--- config.mk ---
export PLATFORM = sky130hd
export DESIGN_NAME = qrm_round
export DESIGN_NICKNAME = d
export VERILOG_FILES = /design/src/hw/rtl/assert_macros.svh /design/src/hw/rtl/qrm_pkg.sv /design/src/hw/rtl/qrm_round.sv
export SDC_FILE = /design/constraint.sdc
export NUM_CORES = 1
export LEC_CHECK = 0
export BUFFER_PORTS_ARGS = -buffer_cell sky130_fd_sc_hd__clkbuf_2
export CORE_ASPECT_RATIO = 1.1
export CORE_MARGIN = 2
export CORE_UTILIZATION = 40
export CTS_CLUSTER_SIZE = 30
export DETAILED_ROUTE_END_ITERATION = 8
export PLACE_DENSITY_LB_ADDON = 0.08
export SLEW_MARGIN = 10
export SYNTH_ARGS = -nofsm -noshare
export SYNTH_HDL_FRONTEND = slang
export SYNTH_SLANG_ARGS = --single-unit
--- constraint.sdc ---
create_clock -name clk -period 5.1 [get_ports clk]
set_input_delay 0.255 -clock clk [delete_from_list [all_inputs] [get_ports clk]]
set_output_delay 0.255 -clock clk [all_outputs]
set_load 0.02 [all_outputs]
--- src/hw/rtl/assert_macros.svh ---
// Assertion macros for the concurrent checks in the top-level RTL file.
`ifndef ASSERT_MACROS_SVH
`define ASSERT_MACROS_SVH

// Consequent must hold in the same cycle as the antecedent.
`define ASSERT_IMPLIES(label, clk, rst_n, ante, cons) \
    label: assert property (@(posedge clk) disable iff (!rst_n) (ante) |-> (cons)) \
        else $error("same-cycle implication violated");

// Consequent must hold in the cycle after the antecedent.
`define ASSERT_NEXT(label, clk, rst_n, ante, cons) \
    label: assert property (@(posedge clk) disable iff (!rst_n) (ante) |=> (cons)) \
        else $error("next-cycle implication violated");

`endif

--- src/hw/rtl/qrm_pkg.sv ---
// Constants shared by the quaternion to rotation matrix pipeline.
package qrm_pkg;

    localparam int DATA_WIDTH_DEF = 16;
    localparam int FRAC_BITS_DEF  = 14;

    // Component products formed in the first stage.
    localparam int NUM_PRODS = 10;
    localparam int P_XX = 0;
    localparam int P_YY = 1;
    localparam int P_ZZ = 2;
    localparam int P_WW = 3;
    localparam int P_XY = 4;
    localparam int P_XZ = 5;
    localparam int P_YZ = 6;
    localparam int P_WX = 7;
    localparam int P_WY = 8;
    localparam int P_WZ = 9;

    // Matrix entries, row major.
    localparam int NUM_ELEMS = 9;
    localparam int ELEM_R1C1 = 0;
    localparam int ELEM_R1C2 = 1;
    localparam int ELEM_R1C3 = 2;
    localparam int ELEM_R2C1 = 3;
    localparam int ELEM_R2C2 = 4;
    localparam int ELEM_R2C3 = 5;
    localparam int ELEM_R3C1 = 6;
    localparam int ELEM_R3C2 = 7;
    localparam int ELEM_R3C3 = 8;

endpackage

--- src/hw/rtl/qrm_round.sv ---
// Last stage: rounding, sign, saturation and the identity result for a
// zero quaternion; its registers are the output register of the block.
module qrm_round #(
    parameter int DATA_WIDTH = qrm_pkg::DATA_WIDTH_DEF,
    parameter int FRAC_BITS  = qrm_pkg::FRAC_BITS_DEF
) (
    input  logic                          clk,
    input  logic                          rst_n,
    input  logic                          up_valid,
    output logic                          up_ready,
    input  logic                          up_zn,
    input  logic [qrm_pkg::NUM_ELEMS-1:0] up_neg,
    input  logic [FRAC_BITS+1:0]          up_quot [qrm_pkg::NUM_ELEMS],
    output logic                          dn_valid,
    input  logic                          dn_ready,
    output logic signed [DATA_WIDTH-1:0]  elem [qrm_pkg::NUM_ELEMS],
    output logic                          zero_norm
);

    localparam int QW = FRAC_BITS + 2;
    localparam int RW = FRAC_BITS + 1;
    localparam int SW = ((RW > DATA_WIDTH) ? RW : DATA_WIDTH) + 1;
    localparam logic [SW-1:0] MIN_MAG = SW'(1) << (DATA_WIDTH - 1);
    localparam logic [SW-1:0] MAX_POS = MIN_MAG - SW'(1);
    localparam logic [RW-1:0] ONE_Q   = RW'(1) << FRAC_BITS;
    localparam logic [DATA_WIDTH-1:0] MIN_OUT = DATA_WIDTH'(1) << (DATA_WIDTH - 1);
    localparam logic [DATA_WIDTH-1:0] MAX_OUT = ~MIN_OUT;

    logic                          valid_reg;
    logic                          zero_norm_reg;
    logic [DATA_WIDTH-1:0]         elem_reg  [qrm_pkg::NUM_ELEMS];
    logic [DATA_WIDTH-1:0]         elem_next [qrm_pkg::NUM_ELEMS];
    logic [QW-1:0]                 quot_inc  [qrm_pkg::NUM_ELEMS];
    logic [RW-1:0]                 rounded   [qrm_pkg::NUM_ELEMS];
    logic [SW-1:0]                 mag_ext   [qrm_pkg::NUM_ELEMS];
    logic [SW-1:0]                 neg_ext   [qrm_pkg::NUM_ELEMS];
    logic [qrm_pkg::NUM_ELEMS-1:0] lane_neg;
    logic [qrm_pkg::NUM_ELEMS-1:0] is_diag;

    assign up_ready  = !valid_reg || dn_ready;
    assign dn_valid  = valid_reg;
    assign zero_norm = zero_norm_reg;

    always_comb
    begin
        for (int k = 0; k < qrm_pkg::NUM_ELEMS; k++)
        begin
            elem[k] = $signed(elem_reg[k]);
        end
    end

    // The quotient carries one bit below the output grid; adding one and
    // dropping it rounds half away from zero on the magnitude.
    always_comb
    begin
        for (int k = 0; k < qrm_pkg::NUM_ELEMS; k++)
        begin
            is_diag[k]  = (k == qrm_pkg::ELEM_R1C1) || (k == qrm_pkg::ELEM_R2C2) ||
                          (k == qrm_pkg::ELEM_R3C3);
            quot_inc[k] = up_quot[k] + QW'(1);
            if (up_zn)
            begin
                rounded[k] = is_diag[k] ? ONE_Q : '0;
            end
            else
            begin
                rounded[k] = quot_inc[k][QW-1:1];
            end
            lane_neg[k] = up_neg[k] && !up_zn;
            mag_ext[k]  = SW'(rounded[k]);
            neg_ext[k]  = -mag_ext[k];
            if (lane_neg[k])
            begin
                elem_next[k] = (mag_ext[k] > MIN_MAG) ? MIN_OUT : neg_ext[k][DATA_WIDTH-1:0];
            end
            else
            begin
                elem_next[k] = (mag_ext[k] > MAX_POS) ? MAX_OUT : mag_ext[k][DATA_WIDTH-1:0];
            end
        end
    end

    always_ff @(posedge clk or negedge rst_n)
    begin
        if (!rst_n)
        begin
            valid_reg <= 1'b0;
        end
        else if (up_ready)
        begin
            valid_reg <= up_valid;
        end
    end

    always_ff @(posedge clk)
    begin
        if (up_valid && up_ready)
        begin
            elem_reg      <= elem_next;
            zero_norm_reg <= up_zn;
        end
    end

endmodule
# ---- Yosys cells after proc, flatten, opt, wreduce, memory -nomap -nowiden
# Index checks and enable logic that the tools add are counted.
dict set report word_totals {
  ff_bits 146
  in_bits 158
  output_inout_bits 147
}
dict set report classes {
  addsub 18
  mux 18
  reduce_logical 13
}
# operator count
set op_table {}
lappend op_table {{two-way mux 15 bit} 18}
lappend op_table {{adder 16 x 1 -> 16 bit, second input constant} 9}
lappend op_table {{negator 15 -> 16 bit} 9}
lappend op_table {{logical AND 1 bit} 10}
lappend op_table {{logical NOT 1 bit} 2}
lappend op_table {{logical OR 1 bit} 1}

# ---- Logic depth before layout (Yosys ltp)
dict set report depth {
  ltp_word 4
  ltp_mapped 15
}

# ---- Worst setup path after synthesis
# Ideal clock, no wire load.
dict set report synth_path {
  path_kind {register to register}
  from {reg valid_reg (netlist: dn_valid)}
  to {reg elem_reg, in the netlist elem[0] (enable)}
  t_arrival_ns 4.067
  required_ns 4.579
  path_slack_ns 0.512
  path_stages_with_launch 3
  path_buffers 0
  cell_sequence {dfrtp_1 > nand2b_1 > and2_1}
}
dict set report synth_via {
  elab_chain_cells 3
}
# element line
set synth_rtl {}
lappend synth_rtl {{start, declared} qrm_round.sv:29} ;# logic valid_reg;
lappend synth_rtl {{start signal, assigned} qrm_round.sv:91} ;# valid_reg <= up_valid;
lappend synth_rtl {{logical NOT 1 bit} qrm_round.sv:40} ;# assign up_ready = !valid_reg || dn_ready;
lappend synth_rtl {{logical OR 1 bit} qrm_round.sv:40}
lappend synth_rtl {{via up_ready} qrm_round.sv:10} ;# output logic up_ready,
lappend synth_rtl {{logical AND 1 bit} qrm_round.sv:97} ;# if (up_valid && up_ready)
lappend synth_rtl {{end signal, assigned} qrm_round.sv:99} ;# elem_reg <= elem_next;
lappend synth_rtl {{end, declared} qrm_round.sv:31} ;# logic [DATA_WIDTH-1:0] elem_reg [qrm_pkg::NUM_ELEMS];
# The timed path passes the listed nets, and every way through them passes these cells.
# A chain may end at the register's enable or synchronous reset.

==> out/qor.txt <==
Outcome -> completed
Vias -> 11200
Post-synthesis simple-gate area fraction -> 25.8%
Synthesized Nets -> 1554
Drc violations -> 0
Largest net degree at the start of global routing -> 79
CP Class -> in2reg
Critical path startpoint category -> primary input
DRT iter0 DRCs -> 716
Post-synth EDFFs -> 145
Total CTS buffers -> 17
CTS H-tree depth -> 4
Synth top area share -> 35.2%
Total GRT Usage -> 20.8%
Clock skew -> 0.00836 ns
Tightest Pin Transition -> 1.09 ns
Slew Viols, Final -> 0
Dpl cell area -> 14000 um^2
RSZ-0062 raised after global routing -> no
Vias in the first global route -> 10400
CTS resizes -> 0
RePlAce Congestion -> 0.922
Total Wirelength -> 34200 um
Core ar. -> 30400 um^2
Worst hold path type -> in2reg
Ys Warns -> 0
Async S/R FF share, synth -> 0.685%
Worst Path Max Fanout -> 71
Clock Power Share -> 37.8%
Die ar. -> 32300 um^2
GRT overflow -> 0
Worst vdd ir -> 0.207 mV
First-pass GRT wire length -> 53600 um
Max-cap check violation count -> 0
Final Hold Fails -> 0
Clock net sink count -> 146
Via density -> 5.46
#FFs+latches synth -> 146
Post-Synthesis Cells -> 1378
Post-synthesis compound-gate area fraction -> 14.6%
Share of cells above drive strength 1 -> 24.9%
Post-synthesis mux area share -> 2.06%
Routed length per instance -> 16.7 um
Cell Pwr Density -> 261 nW/um^2
Design area -> 14700 um^2
Reg power frac -> 38.1%
Post-Synth Adder-Cell Area -> 1.82%
CTS tree -> done
P_int -> 0.00272 W
Worst Setup End Kind -> flop
F_max -> 0.379 GHz
P_leak -> 5.69 nW
Leading area contributor after synthesis -> edfxtp_1
Final ANT Viol Nets -> 0
XOR/XNOR Fraction of Synth Area -> 15.9%
Mapped Area -> 12400 um^2
Largest family of logic cells by synthesized area -> simple AND/OR/NAND/NOR gates
Clock Tree Buf Depth -> 2
Synth-to-Final Area Change -> 19.3%
Num rows -> 67
Sequential fraction of the synthesis area -> 35.4%
CTS Root Cell -> clkbuf_16
Slew headroom -> 27.6%
Starting density of the core -> 40.6%
Setup TNS -> 0 ns
Critical Path AT -> 2.79 ns
Total Nets Final -> 1801
Critical Path RT -> 5.25 ns
Clk pin slew, worst setup/hold paths -> 0.07 ns
Sw frac -> 29.2%
Initial antenna violation count -> 1
Synth area leaders -> edfxtp_1 35%, xnor2_1 10%, xor2_1 5.3%, nor2_1 4.8%, nand2_1 3.3%
Number of flip-flops in the largest register -> 144
Die Height -> 188 um
Post-CTS Setup Bufs -> 0
Avg Cell Area, Syn -> 8.97 um^2
PortBufs -> 304
Die W -> 172 um
Distinct cell type count after synthesis -> 89
Post-synth top flop -> edfxtp_1
Sw power -> 0.00112 W
IO Count -> 305
DR pass1 iterations -> 5
Period utilisation layout -> 51.8%
Worst-Skew Late Latency -> 0.42 ns
Post-DP HPWL -> 26100 um
Setup violators final -> 0
Logic gate share of total power -> 24.1%
Final Critical Period -> 2.64 ns
Post-CTS Hold Buffers -> 1
==> logic make-up after synthesis <==
kind of cell / count (synthesis)
compound gates: 251
mux: 25
buf+inv: 120
simple gates: 597
flops: 146
xor+xnor: 221
fa+ha+maj: 18
==> worst paths after layout <==
check | slack [ns] | end | start | cells past startpoint
worst max-delay path | 2.46 | elem[78]$_DFFE_PP_ | up_zn | 10
worst min-delay path | 0.04 | dn_valid$_DFFE_PN0N_ | up_valid | 2
worst max register to register | 2.91 | elem[89]$_DFFE_PP_ | dn_valid$_DFFE_PN0N_ | 3
worst min register to register | 0.54 | dn_valid$_DFFE_PN0N_ | dn_valid$_DFFE_PN0N_ | 2
max in group asynchronous | 4.88 | dn_valid$_DFFE_PN0N_ | rst_n | 2
min in group asynchronous | 0.13 | dn_valid$_DFFE_PN0N_ | rst_n | 2
==> through the flow <==
| step | hold WS, ns | power [W] | utilization [%] | instances | worst slack (ns) |
|---|---|---|---|---|---|
| floorplan | -0.0406 | 0.00212 | - | 1378 | 0.512 |
| global placement | 0.0317 | 0.00241 | 46.2 | 2019 | 2.01 |
| detailed placement | 0.0320 | 0.00242 | 46.2 | 2019 | 1.95 |
| CTS | 0.0179 | 0.00388 | 48.4 | 2052 | 2.42 |
| global route | 0.0287 | 0.00403 | 48.4 | 2053 | 2.21 |
| finish | 0.0408 | 0.00384 | 48.4 | 2053 | 2.46 |
==> cell usage in the layout, fill, tap and decap left out, types with 8 or more instances in the layout <==
master,netlist,layout
a21oi_1,49,49
a311oi_1,8,8
a31oi_1,29,29
a41oi_1,8,8
and2_1,16,15
and3_1,36,36
and4_1,13,13
clkbuf_16,0,17
clkbuf_2,2,303
edfxtp_1,145,145
ha_1,18,18
inv_1,37,36
mux2i_1,22,22
nand2_1,108,108
nand3_1,61,61
nand4_1,45,45
nor2_1,159,159
nor2b_1,14,14
nor3_1,49,49
nor4_1,19,19
o21ai_0,48,48
o21ai_1,12,12
o31ai_1,14,14
or2_2,11,11
or3_1,16,16
xnor2_1,144,144
xor2_1,75,75
==> worst max-delay path, cell delays in order <==
cell and delay [ns]:
buf_6 0.43, inv_2 0.47, nand2_1 0.22, ha_1 0.22, o21ai_0 0.16, o31ai_4 0.25, o2111ai_2 0.19, o41ai_2 0.34
xnor2_1 0.15, nand2_1 0.06
==> Yosys cell counts, drive strengths merged, types with 24 or more instances <==
master	number
nor2	160
xnor2	146
edfxtp	145
nand2	108
xor2	75
nand3	66
o21ai	60
nor3	56
nand4	52
a21oi	50
buf	49
and3	37
inv	37
clkbuf	33
a31oi	29
nor4	24
==> layer usage <==
layer	up-vias	wire [um]	GRT usage, %
met4	0	642	6.29
met2	311	16000	34.1
met5	-	0	0
li1	5571	-	-
met1	5289	15200	26.6
met3	31	2420	5.38
==> power groups by stage <==
stage	combinational (W)	sequential (W)	clock [W]
finish	0.000927	0.00146	0.00145
global route	0.00102	0.00147	0.00153
CTS	0.000931	0.00146	0.00149
detailed placement	0.000927	0.00149	0
global placement	0.000922	0.00149	0
floorplan	0.000521	0.00160	0
==> area by class of cell <==
cell class                      instances  area [um^2]
Inverter                               38          143
Multi-Input combinational cell       1112         7430
Clock buffer                           22          474
Tap cell                              414          518
Fill cell                            3005        15700
Sequential cell                       146         4380
Antenna cell                            1         2.50
Timing Repair Buffer                  310         1590
Clock inverter                         10          205
(Power assumes the default switching activity.)
