$ cat config.mk
export PLATFORM = sky130hd
export DESIGN_NAME = qrm_combine
export DESIGN_NICKNAME = d
export VERILOG_FILES = /design/src/hw/rtl/assert_macros.svh /design/src/hw/rtl/qrm_pkg.sv /design/src/hw/rtl/qrm_combine.sv
export SDC_FILE = /design/constraint.sdc
export NUM_CORES = 2
export LEC_CHECK = 0
export BUFFER_PORTS_ARGS = -buffer_cell sky130_fd_sc_hd__buf_2
export CAP_MARGIN = 20
export CORE_MARGIN = 2
export CORE_UTILIZATION = 54
export DETAILED_ROUTE_END_ITERATION = 16
export PLACE_DENSITY_LB_ADDON = 0.2
export SETUP_SLACK_MARGIN = 0.1
export SLEW_MARGIN = 25
export SYNTH_ARGS = -nofsm -noshare
export SYNTH_HDL_FRONTEND = slang
export SYNTH_SLANG_ARGS = --single-unit
$ cat constraint.sdc
create_clock -name clk -period 9.63 [get_ports clk]
set_input_delay 0.963 -clock clk [delete_from_list [all_inputs] [get_ports clk]]
set_output_delay 0.963 -clock clk [all_outputs]
set_load 0.02 [all_outputs]
$ cat src/hw/rtl/assert_macros.svh
// Assertion macros for the concurrent checks in the top-level RTL file.
`ifndef ASSERT_MACROS_SVH
`define ASSERT_MACROS_SVH

// Consequent must hold in the same cycle as the antecedent.
`define ASSERT_IMPLIES(label, clk, rst_n, ante, cons) \
    label: assert property (@(posedge clk) disable iff (!rst_n) (ante) |-> (cons)) \
        else $error("same-cycle implication violated");

// Consequent must hold in the cycle after the antecedent.
`define ASSERT_NEXT(label, clk, rst_n, ante, cons) \
    label: assert property (@(posedge clk) disable iff (!rst_n) (ante) |=> (cons)) \
        else $error("next-cycle implication violated");

`endif

$ cat src/hw/rtl/qrm_pkg.sv
// Constants shared by the quaternion to rotation matrix pipeline.
package qrm_pkg;

    localparam int DATA_WIDTH_DEF = 16;
    localparam int FRAC_BITS_DEF  = 14;

    // Component products formed in the first stage.
    localparam int NUM_PRODS = 10;
    localparam int P_XX = 0;
    localparam int P_YY = 1;
    localparam int P_ZZ = 2;
    localparam int P_WW = 3;
    localparam int P_XY = 4;
    localparam int P_XZ = 5;
    localparam int P_YZ = 6;
    localparam int P_WX = 7;
    localparam int P_WY = 8;
    localparam int P_WZ = 9;

    // Matrix entries, row major.
    localparam int NUM_ELEMS = 9;
    localparam int ELEM_R1C1 = 0;
    localparam int ELEM_R1C2 = 1;
    localparam int ELEM_R1C3 = 2;
    localparam int ELEM_R2C1 = 3;
    localparam int ELEM_R2C2 = 4;
    localparam int ELEM_R2C3 = 5;
    localparam int ELEM_R3C1 = 6;
    localparam int ELEM_R3C2 = 7;
    localparam int ELEM_R3C3 = 8;

endpackage

$ cat src/hw/rtl/qrm_combine.sv
// Second and third stages: norm and signed numerators, then sign, magnitude
// and the integer quotient bit of each entry.
module qrm_combine #(
    parameter int DATA_WIDTH = qrm_pkg::DATA_WIDTH_DEF,
    parameter int FRAC_BITS  = qrm_pkg::FRAC_BITS_DEF
) (
    input  logic                           clk,
    input  logic                           rst_n,
    input  logic                           up_valid,
    output logic                           up_ready,
    input  logic signed [2*DATA_WIDTH-1:0] prod [qrm_pkg::NUM_PRODS],
    output logic                           dn_valid,
    input  logic                           dn_ready,
    output logic [2*DATA_WIDTH:0]          norm,
    output logic                           zn,
    output logic [qrm_pkg::NUM_ELEMS-1:0]  neg,
    output logic [2*DATA_WIDTH:0]          rem  [qrm_pkg::NUM_ELEMS],
    output logic [FRAC_BITS+1:0]           quot [qrm_pkg::NUM_ELEMS]
);

    localparam int NW = 2 * DATA_WIDTH + 2;
    localparam int MW = 2 * DATA_WIDTH + 1;
    localparam int QW = FRAC_BITS + 2;

    // Sum stage.
    logic                 sum_valid_reg;
    logic                 sum_ready;
    logic [MW-1:0]        sum_norm_reg;
    logic [MW-1:0]        sum_norm_next;
    logic signed [NW-1:0] num_reg  [qrm_pkg::NUM_ELEMS];
    logic signed [NW-1:0] num_next [qrm_pkg::NUM_ELEMS];
    logic signed [NW-1:0] pxx, pyy, pzz, pww, pxy, pxz, pyz, pwx, pwy, pwz;
    logic signed [NW-1:0] norm_sum;

    // Magnitude stage.
    logic                          mag_valid_reg;
    logic                          mag_ready;
    logic [MW-1:0]                 norm_reg;
    logic                          zn_reg;
    logic                          zn_next;
    logic [qrm_pkg::NUM_ELEMS-1:0] neg_reg;
    logic [qrm_pkg::NUM_ELEMS-1:0] neg_next;
    logic [MW-1:0]                 rem_reg   [qrm_pkg::NUM_ELEMS];
    logic [MW-1:0]                 rem_next  [qrm_pkg::NUM_ELEMS];
    logic [QW-1:0]                 quot_reg  [qrm_pkg::NUM_ELEMS];
    logic [QW-1:0]                 quot_next [qrm_pkg::NUM_ELEMS];
    logic signed [NW-1:0]          abs_val   [qrm_pkg::NUM_ELEMS];
    logic [MW-1:0]                 mag       [qrm_pkg::NUM_ELEMS];
    logic [qrm_pkg::NUM_ELEMS-1:0] int_bit;

    assign mag_ready = !mag_valid_reg || dn_ready;
    assign sum_ready = !sum_valid_reg || mag_ready;
    assign up_ready  = sum_ready;
    assign dn_valid  = mag_valid_reg;
    assign norm      = norm_reg;
    assign zn        = zn_reg;
    assign neg       = neg_reg;
    assign rem       = rem_reg;
    assign quot      = quot_reg;

    assign pxx = NW'(prod[qrm_pkg::P_XX]);
    assign pyy = NW'(prod[qrm_pkg::P_YY]);
    assign pzz = NW'(prod[qrm_pkg::P_ZZ]);
    assign pww = NW'(prod[qrm_pkg::P_WW]);
    assign pxy = NW'(prod[qrm_pkg::P_XY]);
    assign pxz = NW'(prod[qrm_pkg::P_XZ]);
    assign pyz = NW'(prod[qrm_pkg::P_YZ]);
    assign pwx = NW'(prod[qrm_pkg::P_WX]);
    assign pwy = NW'(prod[qrm_pkg::P_WY]);
    assign pwz = NW'(prod[qrm_pkg::P_WZ]);

    // The squared norm is non-negative and never exceeds 2^(2*DATA_WIDTH).
    assign norm_sum      = pxx + pyy + pzz + pww;
    assign sum_norm_next = norm_sum[MW-1:0];

    always_comb
    begin
        num_next[qrm_pkg::ELEM_R1C1] = pww + pxx - pyy - pzz;
        num_next[qrm_pkg::ELEM_R2C2] = pww + pyy - pxx - pzz;
        num_next[qrm_pkg::ELEM_R3C3] = pww + pzz - pxx - pyy;
        num_next[qrm_pkg::ELEM_R1C2] = (pxy + pwz) <<< 1;
        num_next[qrm_pkg::ELEM_R1C3] = (pxz - pwy) <<< 1;
        num_next[qrm_pkg::ELEM_R2C1] = (pxy - pwz) <<< 1;
        num_next[qrm_pkg::ELEM_R2C3] = (pyz + pwx) <<< 1;
        num_next[qrm_pkg::ELEM_R3C1] = (pxz + pwy) <<< 1;
        num_next[qrm_pkg::ELEM_R3C2] = (pyz - pwx) <<< 1;
    end

    // Every numerator is bounded by the norm in magnitude, so the integer
    // quotient bit is set only when the two are equal.
    always_comb
    begin
        zn_next = (sum_norm_reg == '0);
        for (int k = 0; k < qrm_pkg::NUM_ELEMS; k++)
        begin
            neg_next[k]  = num_reg[k][NW-1];
            abs_val[k]   = neg_next[k] ? -num_reg[k] : num_reg[k];
            mag[k]       = abs_val[k][MW-1:0];
            int_bit[k]   = (mag[k] == sum_norm_reg);
            rem_next[k]  = int_bit[k] ? '0 : mag[k];
            quot_next[k] = {{(QW-1){1'b0}}, int_bit[k]};
        end
    end

    always_ff @(posedge clk or negedge rst_n)
    begin
        if (!rst_n)
        begin
            sum_valid_reg <= 1'b0;
            mag_valid_reg <= 1'b0;
        end
        else
        begin
            if (sum_ready)
            begin
                sum_valid_reg <= up_valid;
            end
            if (mag_ready)
            begin
                mag_valid_reg <= sum_valid_reg;
            end
        end
    end

    always_ff @(posedge clk)
    begin
        if (up_valid && sum_ready)
        begin
            sum_norm_reg <= sum_norm_next;
            num_reg      <= num_next;
        end
        if (sum_valid_reg && mag_ready)
        begin
            norm_reg <= sum_norm_reg;
            zn_reg   <= zn_next;
            neg_reg  <= neg_next;
            rem_reg  <= rem_next;
            quot_reg <= quot_next;
        end
    end

endmodule

Yosys cells after proc, flatten, opt, wreduce, memory -nomap -nowiden. Index checks and enable logic that the tools add are counted.

$add $sub $neg: 27. Eq/ne operators: 9. Multiplexer cells: 9. Reductions and logical operators: 7.

Operator list (count): 33-bit == test (9); 33-bit two-way mux (9); 33-bit negator (9); 32-bit by 32-bit adder with 33-bit output (7); 33-bit by 32-bit subtractor with 34-bit output (3); 34-bit by 32-bit subtractor with 34-bit output (3); 32-bit by 32-bit subtractor with 33-bit output (3); 33-bit by 32-bit adder with 33-bit output (2); 33-bit logical NOT (1); 1-bit logical AND (2); 1-bit logical NOT (2); 1-bit logical OR (2).

Flip-flop bits (word level): 684. Output and inout port bits: 486. Logic and storage cells: 85.

Logic depth before layout (Yosys ltp).
Word-level depth: 4. Mapped depth: 18. Mapped depth without buffers: 18.

Least setup slack after synthesis. Ideal clock, no wire load.

Path kind: input -> register. Start point: input dn_ready. End point: register neg_reg, in the netlist neg[0] (enable). Arrival: 8815 ps. Slack: 67 ps. Stages on the path: 2. Buffers on the path: 0. Cell sequence: nand2b_1 > and2_1.

Longest elaborated chain between the ends: 2.

RTL lines: from (decl) (line qrm_combine.sv:13) `input logic dn_ready,`; 1-bit logical OR (line qrm_combine.sv:51) `assign mag_ready = !mag_valid_reg || dn_ready;`; 1-bit logical AND (line qrm_combine.sv:132) `if (sum_valid_reg && mag_ready)`; to (signal assigned) (line qrm_combine.sv:136) `neg_reg <= neg_next;`; to (decl) (line qrm_combine.sv:41) `logic [qrm_pkg::NUM_ELEMS-1:0] neg_reg;`.

Every way passes these cells. A chain may end at the register's enable or synchronous reset.

Worst setup path after layout.
Start point: input prod[193] in the netlist's numbering. End point: register sum_norm_reg[31], data pin.

Longest elaborated chain between the ends: 1.

RTL lines: from (decl) (line qrm_combine.sv:11) `input logic signed [2*DATA_WIDTH-1:0] prod [qrm_pkg::NUM_PRODS],`; 33-bit by 32-bit adder with 33-bit output (line qrm_combine.sv:73) `assign norm_sum = pxx + pyy + pzz + pww;`; net norm_sum[31] (line qrm_combine.sv:33) `logic signed [NW-1:0] norm_sum;`; to (signal assigned) (line qrm_combine.sv:129) `sum_norm_reg <= sum_norm_next;`; to (decl) (line qrm_combine.sv:28) `logic [MW-1:0] sum_norm_reg;`.

The timed path passes the listed nets, and every way through them passes these cells.

==> impl_metrics.ini <==
[run_status]
outcome = complete, no violations

[worst_setup_path]
cp-startpoint = prod[193]
crit_required_ps = 10050
arrival_ps = 6090
cp_max_fo = 4
reg2reg_depth = 13
worstSetupEndpointType = flip-flop
rr_startpoint = num_reg[35]$_DFFE_PP_
r2r_end = rem[38]$_SDFFCE_PP0P_
reg2reg_slack_ps = 4270
crit_path_end = sum_norm_reg[31]$_DFFE_PP_
startpoint_type = primary input
crit_type = in -> reg

[pwr]
power_mw = 16.0
worst_ir_drop_vdd_mv = 0.200
leakage_nw = 27.2
powerDensity_mw_per_mm2 = 250

[clock_network]
cts.sinks = 675
cts.hold.buffers_added = 0
clk_pin_slew_worst_paths_ps = 60
post_cts_resized = 0
clock_latency_ps = 680
tritoncts.num_buffers = 81
cts_buffer_depth = 3
post_cts_buffers = 0
cts_tree = done
cts-root-buf = clkbuf_16
h-tree-depth = 3

[global_routing]
antenna_found_initial = 12
grt_usage_pct = 35.8
grt_pass1_vias = 45500
grt_max_degree = 130
grt_pass1_wl_um = 288000
gr-total-overflow = 0

[die]
die_width_um = 330
fp-row-count = 119
initial_core_util_pct = 54.4
ios = 810
core_area_mm2 = 0.105
dieArea_mm2 = 0.109
die_h_um = 330

[synth]
synthCells = 5925
ys_types = 88
synth-seq-cells = 675
synth_area_leader_cell = edfxtp_1
ys_seq_area_share_pct = 35.3
synth_top_area_share_pct = 35.3
async_reset_ff_share_pct = 0.296
avgSynthCellArea_um2 = 9.67
synth_edf_count = 673
synthTopCellsByArea = edfxtp_1 (35%), fa_1 (9.3%), ha_1 (7.3%), xnor2_1 (6.3%), xor2_1 (6.1%)
yosysWarnings = 0
syn_area_mm2 = 0.0573
synthFlopType = edfxtp_1

[placement]
placedInstanceArea_mm2 = 0.0615
portBuffers = 668
globalplace.congestion = 0.984
place_hpwl_um = 155000

[detailed_routing]
dr_total_vias = 47400
routed_wl_um = 198000
via_per_inst = 5.94
drc_errors = 0
first_pass_iters = 6
routedWlPerCell_um = 24.9
ant_nets = 0
drt_iter0_markers = 5580

[cells_and_area]
regArea_mm2 = 0.0203
largest_reg_flops = 291
final_nets = 7435
area_delta_synth_final_pct = 12.1
fillCellCount = 9136
multiInputGateArea_mm2 = 0.0332
drive_gt1_share_pct = 14.2
final_cell_area_mm2 = 0.0642

[worst_hold_path]
hold_class = in -> async

[sta]
finalSetupTns_ps = 0
slew_viol_final = 0
setup-violations-final = 0
slew_headroom_pct = 26.2
hold_slack_ps = 76.3
final_hold_viol_count = 0
period_share_pct = 58.9
skew_ps = 30.1
fmax_ghz = 0.176
rsz0062_at_grt = no
fin_crit_ps = 5670
tightest_slew_ps = 1080

[run]
maxCapViolations = 0
-- routing by layer --
metal,vias to the layer above,share of wire [%],wire length [um],global-route usage (%)
met5,-,0.0060,12,0
met4,2,4.7,9400,15.7
met3,373,9.3,18500,6.35
met2,2339,45,90100,56.6
met1,23100,41,80400,48.3
li1,21600,-,-,-
-- cell type report --
cell class	instances	share of cell area (%)
Antenna cell	6	0.0234
Sequential cell	675	31.5
Clock buffer	89	3.24
Multi-Input combinational cell	4372	51.7
Inverter	648	3.79
Tap cell	1391	2.71
Timing Repair Buffer	733	5.98
Clock inverter	60	1.01
-- kinds of logic (layout without fill, tap and decap cells) --
kind of cell	count (synthesis)	in the layout	share of synthesized area, %
compound gates	1251	1251	14.4
fa+ha+maj	600	600	16.6
buf+inv	1018	1530	7.68
flops	675	675	35.3
mux	25	25	0.443
simple gates	1545	1545	13.1
xor+xnor	810	810	12.4
other cells	1	147	0.00654
-- where the power goes --
group          leakage [nW]  internal [mW]  switching (mW)
Sequential             6.49           4.29           0.698
Combinational          19.4           2.74            5.09
Clock                  1.31           1.85            1.36
Total                  27.2           8.88            7.15
-- worst max-delay path, stage by stage --
cell and delay, ps:
buf_2 140, inv_1 150, fa_1 560, inv_1 50, fa_1 430, ha_1 260, fa_1 490, a211oi_1 250
o21bai_1 200, a2111oi_1 770, nor3b_1 140, o41a_1 470, o31a_1 350, a2111o_1 480, a211oi_1 290, xnor2_1 100
-- cells in the mapped netlist, types with 91 or more instances --
| library cell | count |
|---|---|
| xnor2_1 | 412 |
| a21oi_1 | 326 |
| nand3_1 | 92 |
| nand2_1 | 251 |
| edfxtp_1 | 673 |
| ha_1 | 335 |
| nor2_1 | 604 |
| o21ai_0 | 251 |
| fa_1 | 265 |
| xor2_1 | 398 |
| buf_4 | 141 |
| nor3_1 | 105 |
| inv_1 | 644 |
| clkbuf_1 | 180 |
| a21o_1 | 91 |
-- metrics by stage --
step	std cells	util, %	setup WS, ps
detailed placement	7819	58.4	3160
floorplan	6065	-	167
finish	7974	61.0	3960
global route	7973	61.0	3680
global placement	7819	58.4	3210
CTS	7968	61.0	3860
-- worst min path at each step --
stage / start / endpoint / slack (ps) / depth (start not counted)
2_1_floorplan: neg_next[0]$_DFFE_PP_ / neg[0]$_DFFE_PP_ / 420 / 0
3_3_place_gp: sum_norm_reg[11]$_DFFE_PP_ / norm[11]$_DFFE_PP_ / 450 / 0
3_5_place_dp: neg_next[0]$_DFFE_PP_ / neg[0]$_DFFE_PP_ / 450 / 0
4_1_cts: rst_n / sum_valid_reg$_DFFE_PN0N_ / 40 / 1
5_1_grt: rst_n / sum_valid_reg$_DFFE_PN0N_ / 70 / 1
6_report: rst_n / sum_valid_reg$_DFFE_PN0N_ / 80 / 1
-- cells in the final DEF (no fill, tap or decap), types with 26 or more instances in the layout --
cell,netlist,layout
a31oi_1,55,55
o41ai_1,41,41
or3_1,55,55
a211oi_1,32,32
nand3_1,92,92
nor2b_1,52,52
o31a_1,26,26
o21a_1,39,39
nand2b_1,70,70
o21ai_0,251,251
clkbuf_16,0,82
o31ai_1,87,87
nand2_1,251,251
a21o_1,91,91
xnor2_1,412,412
o21bai_1,60,60
nand4_1,55,55
or4_1,52,52
fa_1,265,265
nor2_1,604,604
xor2_1,398,398
or2_2,28,28
and3_1,26,26
buf_4,141,64
ha_1,335,335
nor3_1,105,104
buf_2,19,668
a21oi_1,326,326
edfxtp_1,673,673
nor4_1,68,68
conb_1,1,141
inv_1,644,644
Power figures use the tool's default switching activity.
