`config.mk`:
```
export PLATFORM = sky130hd
export DESIGN_NAME = qrm_div_stage
export DESIGN_NICKNAME = d
export VERILOG_FILES = /design/src/hw/rtl/assert_macros.svh /design/src/hw/rtl/qrm_pkg.sv /design/src/hw/rtl/qrm_div_stage.sv
export SDC_FILE = /design/constraint.sdc
export NUM_CORES = 1
export LEC_CHECK = 0
export ABC_AREA = 1
export BUFFER_PORTS_ARGS = -buffer_cell sky130_fd_sc_hd__buf_2
export CORE_AREA = 5 5 376 378
export DETAILED_ROUTE_END_ITERATION = 8
export DIE_AREA = 0 0 381 383
export GPL_ROUTABILITY_DRIVEN = 0
export PLACE_DENSITY = 0.56
export SKIP_CTS_REPAIR_TIMING = 1
export SLEW_MARGIN = 20
export SYNTH_ARGS = -nofsm -noshare
export SYNTH_HDL_FRONTEND = slang
export SYNTH_SLANG_ARGS = --single-unit
export TNS_END_PERCENT = 30
```
`constraint.sdc`:
```
create_clock -name clk -period 27.8 [get_ports clk]
set_input_delay 4.17 -clock clk [delete_from_list [all_inputs] [get_ports clk]]
set_output_delay 4.17 -clock clk [all_outputs]
set_load 0.05 [all_outputs]
```
`src/hw/rtl/assert_macros.svh`:
```
// Assertion macros for the concurrent checks in the top-level RTL file.
`ifndef ASSERT_MACROS_SVH
`define ASSERT_MACROS_SVH

// Consequent must hold in the same cycle as the antecedent.
`define ASSERT_IMPLIES(label, clk, rst_n, ante, cons) \
    label: assert property (@(posedge clk) disable iff (!rst_n) (ante) |-> (cons)) \
        else $error("same-cycle implication violated");

// Consequent must hold in the cycle after the antecedent.
`define ASSERT_NEXT(label, clk, rst_n, ante, cons) \
    label: assert property (@(posedge clk) disable iff (!rst_n) (ante) |=> (cons)) \
        else $error("next-cycle implication violated");

`endif

```
`src/hw/rtl/qrm_pkg.sv`:
```
// Constants shared by the quaternion to rotation matrix pipeline.
package qrm_pkg;

    localparam int DATA_WIDTH_DEF = 16;
    localparam int FRAC_BITS_DEF  = 14;

    // Component products formed in the first stage.
    localparam int NUM_PRODS = 10;
    localparam int P_XX = 0;
    localparam int P_YY = 1;
    localparam int P_ZZ = 2;
    localparam int P_WW = 3;
    localparam int P_XY = 4;
    localparam int P_XZ = 5;
    localparam int P_YZ = 6;
    localparam int P_WX = 7;
    localparam int P_WY = 8;
    localparam int P_WZ = 9;

    // Matrix entries, row major.
    localparam int NUM_ELEMS = 9;
    localparam int ELEM_R1C1 = 0;
    localparam int ELEM_R1C2 = 1;
    localparam int ELEM_R1C3 = 2;
    localparam int ELEM_R2C1 = 3;
    localparam int ELEM_R2C2 = 4;
    localparam int ELEM_R2C3 = 5;
    localparam int ELEM_R3C1 = 6;
    localparam int ELEM_R3C2 = 7;
    localparam int ELEM_R3C3 = 8;

endpackage

```
`src/hw/rtl/qrm_div_stage.sv`:
```
// One restoring division step for all nine entries against the shared norm.
module qrm_div_stage #(
    parameter int DATA_WIDTH = qrm_pkg::DATA_WIDTH_DEF,
    parameter int FRAC_BITS  = qrm_pkg::FRAC_BITS_DEF
) (
    input  logic                          clk,
    input  logic                          rst_n,
    input  logic                          up_valid,
    output logic                          up_ready,
    input  logic [2*DATA_WIDTH:0]         up_norm,
    input  logic                          up_zn,
    input  logic [qrm_pkg::NUM_ELEMS-1:0] up_neg,
    input  logic [2*DATA_WIDTH:0]         up_rem  [qrm_pkg::NUM_ELEMS],
    input  logic [FRAC_BITS+1:0]          up_quot [qrm_pkg::NUM_ELEMS],
    output logic                          dn_valid,
    input  logic                          dn_ready,
    output logic [2*DATA_WIDTH:0]         dn_norm,
    output logic                          dn_zn,
    output logic [qrm_pkg::NUM_ELEMS-1:0] dn_neg,
    output logic [2*DATA_WIDTH:0]         dn_rem  [qrm_pkg::NUM_ELEMS],
    output logic [FRAC_BITS+1:0]          dn_quot [qrm_pkg::NUM_ELEMS]
);

    localparam int MW = 2 * DATA_WIDTH + 1;
    localparam int QW = FRAC_BITS + 2;

    logic                          valid_reg;
    logic [MW-1:0]                 norm_reg;
    logic                          zn_reg;
    logic [qrm_pkg::NUM_ELEMS-1:0] neg_reg;
    logic [MW-1:0]                 rem_reg   [qrm_pkg::NUM_ELEMS];
    logic [MW-1:0]                 rem_next  [qrm_pkg::NUM_ELEMS];
    logic [QW-1:0]                 quot_reg  [qrm_pkg::NUM_ELEMS];
    logic [QW-1:0]                 quot_next [qrm_pkg::NUM_ELEMS];
    logic [MW:0]                   trial     [qrm_pkg::NUM_ELEMS];
    logic [MW:0]                   diff      [qrm_pkg::NUM_ELEMS];
    logic [qrm_pkg::NUM_ELEMS-1:0] fits;

    assign up_ready = !valid_reg || dn_ready;
    assign dn_valid = valid_reg;
    assign dn_norm  = norm_reg;
    assign dn_zn    = zn_reg;
    assign dn_neg   = neg_reg;
    assign dn_rem   = rem_reg;
    assign dn_quot  = quot_reg;

    // The remainder stays below the norm, so the doubled value fits in one
    // extra bit and the restored remainder fits back into MW bits.
    always_comb
    begin
        for (int k = 0; k < qrm_pkg::NUM_ELEMS; k++)
        begin
            trial[k]     = {up_rem[k], 1'b0};
            diff[k]      = trial[k] - {1'b0, up_norm};
            fits[k]      = (trial[k] >= {1'b0, up_norm});
            rem_next[k]  = fits[k] ? diff[k][MW-1:0] : trial[k][MW-1:0];
            quot_next[k] = {up_quot[k][QW-2:0], fits[k]};
        end
    end

    always_ff @(posedge clk or negedge rst_n)
    begin
        if (!rst_n)
        begin
            valid_reg <= 1'b0;
        end
        else if (up_ready)
        begin
            valid_reg <= up_valid;
        end
    end

    always_ff @(posedge clk)
    begin
        if (up_valid && up_ready)
        begin
            norm_reg <= up_norm;
            zn_reg   <= up_zn;
            neg_reg  <= up_neg;
            rem_reg  <= rem_next;
            quot_reg <= quot_next;
        end
    end

endmodule

```
# Word-level counts from Yosys, hierarchy flattened
# Index checks and enable logic that the tools add are counted.
# word_totals
rom_bits	0
ram_bits	0
register_bits	485
mem_count	0
out_inout_bits	486
latchBits	0
wordCells	61
# op_classes
n_lt_le_gt_ge	9
mux	9
shift	0
bitwise	0
n_reduce_logical	3
div	0
add_sub_neg	9
n_mul	0
eq_ne	0
# ops
operator	count
34-bit by 33-bit greater-or-equal comparator with 1-bit output	9
33-bit two-way mux	9
33-bit subtractor	9
1-bit logical AND	1
1-bit zero test	1
1-bit logical OR	1

# Longest topological paths before layout
# Gate-level depths: netlist of the first run.
# depth
depth_word	3
ltp_mapped	16
depth_no_buf	15

# Worst setup path before layout of the first run
# OpenSTA, ideal clock, no wires.
# synth_timing
path_type	input-to-reg
startpoint	in up_valid
endpoint	reg neg_reg, in the netlist dn_neg[0] (enable)
setup_slack_ps	-1067
stages	2
setup_time_ps	1491
path_buffers	0
arrival_ps	27376
path_cell_list	inv_1 > a21oi_1
# synth_via
elab_chain_cells	1
# synth_lines
element	line_no	text
start: declaration	qrm_div_stage.sv:8	input logic up_valid,
1-bit logical AND	qrm_div_stage.sv:75	if (up_valid && up_ready)
end signal: assignment	qrm_div_stage.sv:79	neg_reg <= up_neg;
end: declaration	qrm_div_stage.sv:30	logic [qrm_pkg::NUM_ELEMS-1:0] neg_reg;
# Every way passes these cells.
# A chain may end at the register's enable or synchronous reset.

# Final worst setup path of the first run
# layout_timing
startpoint	in dn_ready
endpoint	out up_ready
# layout_via
elab_chain_cells	1
# layout_lines
element	line_no	text
start: declaration	qrm_div_stage.sv:16	input logic dn_ready,
1-bit logical OR	qrm_div_stage.sv:39	assign up_ready = !valid_reg || dn_ready;
end: declaration	qrm_div_stage.sv:9	output logic up_ready,
# Every way passes these cells.

==> impl_metrics.ini, run 1 <==
[sta]
fin_setup_tns_ns = 0
rsz0062_at_grt = false
max_slew.worst_pin.slew_ns = 1.14
hold_viol = 0
final-max-slew-violation-count = 0
timing.final.crit_share = 0.319
clock.fmax_mhz = 113
max-slew-margin-rel = 0.237
holdWs_ns = 0.575
fin_crit_ns = 8.86
setup_viol = 0
skew_ns = 0.0296

[floorplanning]
start_util = 0.309
die_area_sq_um = 146000
num_rows = 136
die_y_um = 383
dieWidth_um = 381
pin_count = 974
core_sq_um = 137000

[finish]
final_core_util = 0.375
drive_gt1_frac = 0.163
fillers = 15000
syn2layout_area_growth_pct = 21.5
design_area_sq_um = 51400
final_common_cell = nand2_1
layout_common_cells = nand2_1, inv_1, buf_2
finalNonFillerCells = 9326
fin_nets = 8215

[critical_path]
worstSetupPathType = in -> out
worst_setup_path_start_kind = input port
cp-end-kind = primary output
worstRegToRegCells = 4
ff2ff_setup_slack_ns = 23.83
cp.arrival_ns = 4.69
crit-reg2reg-launch = dn_valid
regToRegEndpoint = dn_rem[263]
critPathLaunch = dn_ready
path_max_fanout = 2
worstPathRequired_ns = 23.63

[clocking]
cts_tree = done
root_buffer = clkbuf_16
cts-htree-levels = 3
clk_pin_slew_ns = 0.06
insertion_delay_ns = 0.66
cts.path.max_buffers = 3
clock-sinks = 485
numCtsBuffers = 67

[pwr]
p_leak_nw = 28.6
p_per_area_nw_per_um2 = 55.2
ir_drop_v = 0.0000469

[place]
dp_hpwl_um = 156000
io_buffers = 964
place_area_sq_um = 49000
dpl.cell_count = 9146

[synth]
synth_top_cell_by_area = edfxtp_1
synthesis.area_sq_um = 42300
synth_cells = 6433
ys.warnings.count = 0
synthFlopType = edfxtp_1
ys_seq_area_frac = 0.344
synthArstFlopShare = 0.00206
ys_top_cells_by_area = edfxtp_1, nand2_1, inv_1
synth_top_area_share = 0.343
ys_seq_elements = 485
synth_edf_count = 484
synth_nets = 7227
avgSynthCellArea_sq_um = 6.58
synthDistinctLibCells = 37

[detailed_routing]
vias = 44100
ant_nets = 0
drt_wl_total_um = 198000
wl_per_cell_um = 21.2
post-route-drc-count = 0
first_iter_violations = 3491
firstDrtPassIters = 6
viasPerCell = 4.73

[hold_path]
hold_path_depth = 2
min_from = dn_valid
hold_end = dn_valid
min_path_type = reg -> reg

[outcome]
status = completed

[grt]
grt_pass1_vias = 40300
antenna_found_initial = 133
grt_start_max_net_pins = 70
grtUsageTotal = 0.257
grt_overflow = 0
grt_first_pass_wirelength_um = 274000

[flow_run]
maxCapViolCount = 0
## area by class of cell
cell class,instances,area [sq um],share of cell area
Clock inverter,42,563,0.0110
Sequential cell,485,14600,0.283
Tap cell,1794,2240,0.0437
Antenna cell,61,153,0.00297
Multi-Input combinational cell,4635,22500,0.438
Inverter,1247,4690,0.0913
Clock buffer,77,1710,0.0333
Timing Repair Buffer,985,4980,0.0969
## synthesized netlist by cell type, types with 13 or more instances
cell type  count
nand4_1       29
nand2_1     2923
xor2_1       126
buf_2         19
inv_1       1230
and2_1        62
ha_1         297
o21ai_0       14
buf_6         38
nand2_2       15
or2_2         22
nor2_2        24
nand3_1      366
edfxtp_1     484
nor3_1        56
nor2_1       384
inv_2         13
a21oi_1      183
nand3b_1      73
## routing by layer
| layer | routed length, um | global-route usage |
|---|---|---|
| met1 | 81000 | 0.320 |
| met2 | 89300 | 0.417 |
| met3 | 14700 | 0.0466 |
| met4 | 12800 | 0.155 |
| met5 | 48 | 0 |
## kinds of logic (layout without fill, tap and decap cells)
family                   Yosys count  in the layout  share of synthesized area
AND/OR/NAND/NOR                 3994           3994                      0.387
buffers and inverters           1313           2351                      0.125
flip-flops                       485            485                      0.344
adder cells (fa/ha/maj)          306            306                     0.0921
AO/OA/AOI/OAI                    206            206                     0.0251
XOR/XNOR                         129            129                     0.0267
other                              0             61                          0
## registers in the layout (all words and copies together), names as in the netlist
signal	flops
dn_rem	297
dn_quot	144
dn_norm	33
dn_neg	9
dn_valid	1
dn_zn	1
## where the power goes
part	internal (mW)	switching [mW]
registers	0.895	0.0268
clock network	0.543	0.368
logic	0.263	0.741
total	1.70	1.14
## how the worst max path moves through the flow
stage                     end  slack, ns  cells past startpoint
floorplan           dn_neg[0]       8.96                      2
global placement     up_ready      18.95                      4
detailed placement   up_ready      18.95                      4
CTS                  up_ready      18.95                      4
global route         up_ready      18.92                      4
finish               up_ready      18.95                      4
## critical path, cell delays in order
cell and delay [ns]:
buf_2 0.08, inv_1 0.06, nand2_1 0.07, buf_2 0.30
## through the flow
stage | worst slack, ns | power, mW
after CTS | 18.95 | 2.86
after global routing | 18.92 | 2.99
after detailed placement | 18.95 | 1.93
after floorplan | 8.96 | 1.64
after global placement | 18.95 | 1.93
final | 18.95 | 2.84
No activity file was read; power rests on OpenSTA's default activity.
==> inputs of run 2 (changes only) <==
- ABC_AREA: 1 -> 0
- CORE_AREA: 5 5 376 378 -> 5 5 379 381
- DIE_AREA: 0 0 381 383 -> 0 0 384 386
- PLACE_DENSITY: 0.56 -> 0.49
- clock period: 27.8 -> 7.2 ns (I/O delays scaled with it)
==> run 2 against run 1 <==
Sequential share of layout area rose by 5.8 points. First-iteration DRC count fell by 34%. Combinational power rose to 3.4 times the previous value. Area after synthesis fell by 22%. Design area fell by 17%. Hold slack got worse by 0.38 ns. Largest cell class unchanged.
==> impl_metrics.ini, run 2 <==
[grt]
grt_start_max_net_pins = 154
met1_usage = 0.241
busiest_layer = met2
use_met2 = 0.340
grt_overflow = 0
grt_pass1_vias = 28300
grt_util_met3 = 0.0675
grt_first_pass_wirelength_um = 213000
grtUsageTotal = 0.204
antenna_found_initial = 114

[clocking]
clock-sinks = 485
root_buffer = clkbuf_16
cts-htree-levels = 3
insertion_delay_ns = 0.65
cts_tree = done
numCtsBuffers = 70
cts.path.max_buffers = 3
clk_pin_slew_ns = 0.05

[pwr]
power_mw = 10.6
net-switching-power_mw = 3.94
p_leak_nw = 18.2
combPwrFrac = 0.326
clkPwrFrac = 0.336
p_per_area_nw_per_um2 = 248
p_sw_frac = 0.373
ir_drop_v = 0.000142
seqPwrFrac = 0.338
intPower_mw = 6.64

[critical_path]
crit_chain = buf_2 -> clkinv_1 -> ha_1 -> a211oi_1 -> o21bai_1 -> nor2_1 -> o31a_1 -> o22ai_1 -> o21bai_1 -> o21ai_0 -> nor3_1 -> o31ai_1 -> a211o_1 -> buf_12 -> mux2_2
cp_slowest_cell = ha_1
cp-end-kind = register
path_common_cell = o21bai_1
path_max_fanout = 21
crit_family = compound AO/OA/AOI/OAI gates
critPathMaxStageDelay_ns = 0.72
worst_setup_path_start_kind = input port
crit_buf_inv = 3
cp.arrival_ns = 5.78
worstPathRequired_ns = 7.57
worstSetupPathType = in -> reg

[flow_run]
maxCapViolCount = 0

[synth]
synth_cells = 3137
ys.warnings.count = 0
synth_edf_count = 484
avgSynthCellArea_sq_um = 10.5
ys_seq_area_frac = 0.443
yosysMostFrequentCell = edfxtp_1
synth_common_cells = edfxtp_1, a21oi_1, ha_1
synth_top_area_share = 0.442
ys_top_cells_by_area = edfxtp_1, ha_1, a21oi_1
ys_seq_elements = 485
synthesis.area_sq_um = 32800
synth_nets = 3931
synthFlopType = edfxtp_1
synthDistinctLibCells = 75
synthArstFlopShare = 0.00206
synth_top_cell_by_area = edfxtp_1

[sta]
clock.fmax_mhz = 185
hold_viol = 0
setup_viol = 0
final.setup.worst_slack_ns = 1.80
final-max-slew-violation-count = 0
skew_ns = 0.0289
rsz0062_at_grt = false
max_slew.worst_pin.slew_ns = 1.12
timing.final.crit_share = 0.751
fin_setup_tns_ns = 0
max-slew-margin-rel = 0.255
fin_crit_ns = 5.40

[floorplanning]
die_y_um = 386
num_rows = 138
die_area_sq_um = 148000
pin_count = 974
core_sq_um = 140000
start_util = 0.234
dieWidth_um = 384

[finish]
largest_reg_flops = 297
final_common_cell = buf_2
syn2layout_area_growth_pct = 29.7
drive_gt1_frac = 0.306
ff_latch_area_sq_um = 14600
final_core_util = 0.304
fillers = 14800
multiInputGateArea_sq_um = 17500
fin_nets = 4924
design_area_sq_um = 42600
layout_common_cells = buf_2, edfxtp_1, a21oi_1

[place]
place_ws_ns = 1.17
dp_hpwl_um = 129000
io_buffers = 964
place_area_sq_um = 40200

[detailed_routing]
firstDrtPassIters = 5
first_iter_violations = 2293
wl_per_cell_um = 26.1
drt_wl_total_um = 160000
ant_nets = 0
vias = 29600
post-route-drc-count = 0
viasPerCell = 4.84

[hold_path]
min_path_type = in -> async

[outcome]
status = completed
## run 2: cell count changes in the layout (fill, tap and decap cells not counted), moves of 95 or more
cell / delta
nand2_1: -2700
a21o_1: +155
inv_1: -1099
mux2_2: +95
nand3_1: -303
a21oi_1: +147
nor2_1: -178
xnor2_1: +158
o21ai_0: +217
## run 2: cells by family (layout without fill, tap and decap cells)
family,after synthesis,count (layout),share of synthesized area
fa+ha+maj,306,306,0.119
flops,485,485,0.443
xor+xnor,253,253,0.0675
simple gates,762,762,0.110
mux,129,129,0.0469
compound gates,989,989,0.188
other cells,0,46,0
buf+inv,213,1256,0.0258
## run 2: final cells by class
class | instances | area share
multi-input combinational | 2439 | 0.411
sequential | 485 | 0.342
timing repair buffer | 1018 | 0.125
tap | 1890 | 0.0555
clock buffer | 77 | 0.0417
clock inverter | 45 | 0.0125
inverter | 116 | 0.0102
antenna | 46 | 0.00270
## run 2: path summary, 6_finish.rpt
path / to / slack, ns / cells after the start / from
min in group clk: dn_quot[43] / 0.58 / 1 / up_quot[42]
hold / removal: dn_valid / 0.20 / 1 / rst_n
setup / recovery: dn_rem[250] / 1.80 / 15 / up_norm[11]
setup reg to reg: dn_rem[56] / 4.81 / 3 / dn_valid
max in group asynchronous: dn_valid / 6.91 / 1 / rst_n
hold reg to reg: dn_valid / 0.59 / 2 / dn_valid
## run 2: metrics by stage
stage	hold WS [ns]	cells
detailed placement	0.574	5948
finish	0.199	6116
global placement	0.547	5948
floorplan	0.784	3137
CTS	0.110	6070
global route	0.131	6094
## run 2: power groups by stage
stage	Sequential, mW	Clock (mW)	Combinational [mW]
after floorplan	4.46	0	1.54
after global placement	3.63	0	3.45
after detailed placement	3.63	0	3.45
after CTS	3.58	3.69	3.47
after global routing	3.59	3.81	3.70
final	3.57	3.55	3.45
## run 2: routing by layer
metal,vias up,wire [um]
met5,-,163
met4,26,6720
met1,14100,63700
met2,1246,74600
met3,323,14700
li1,13900,-
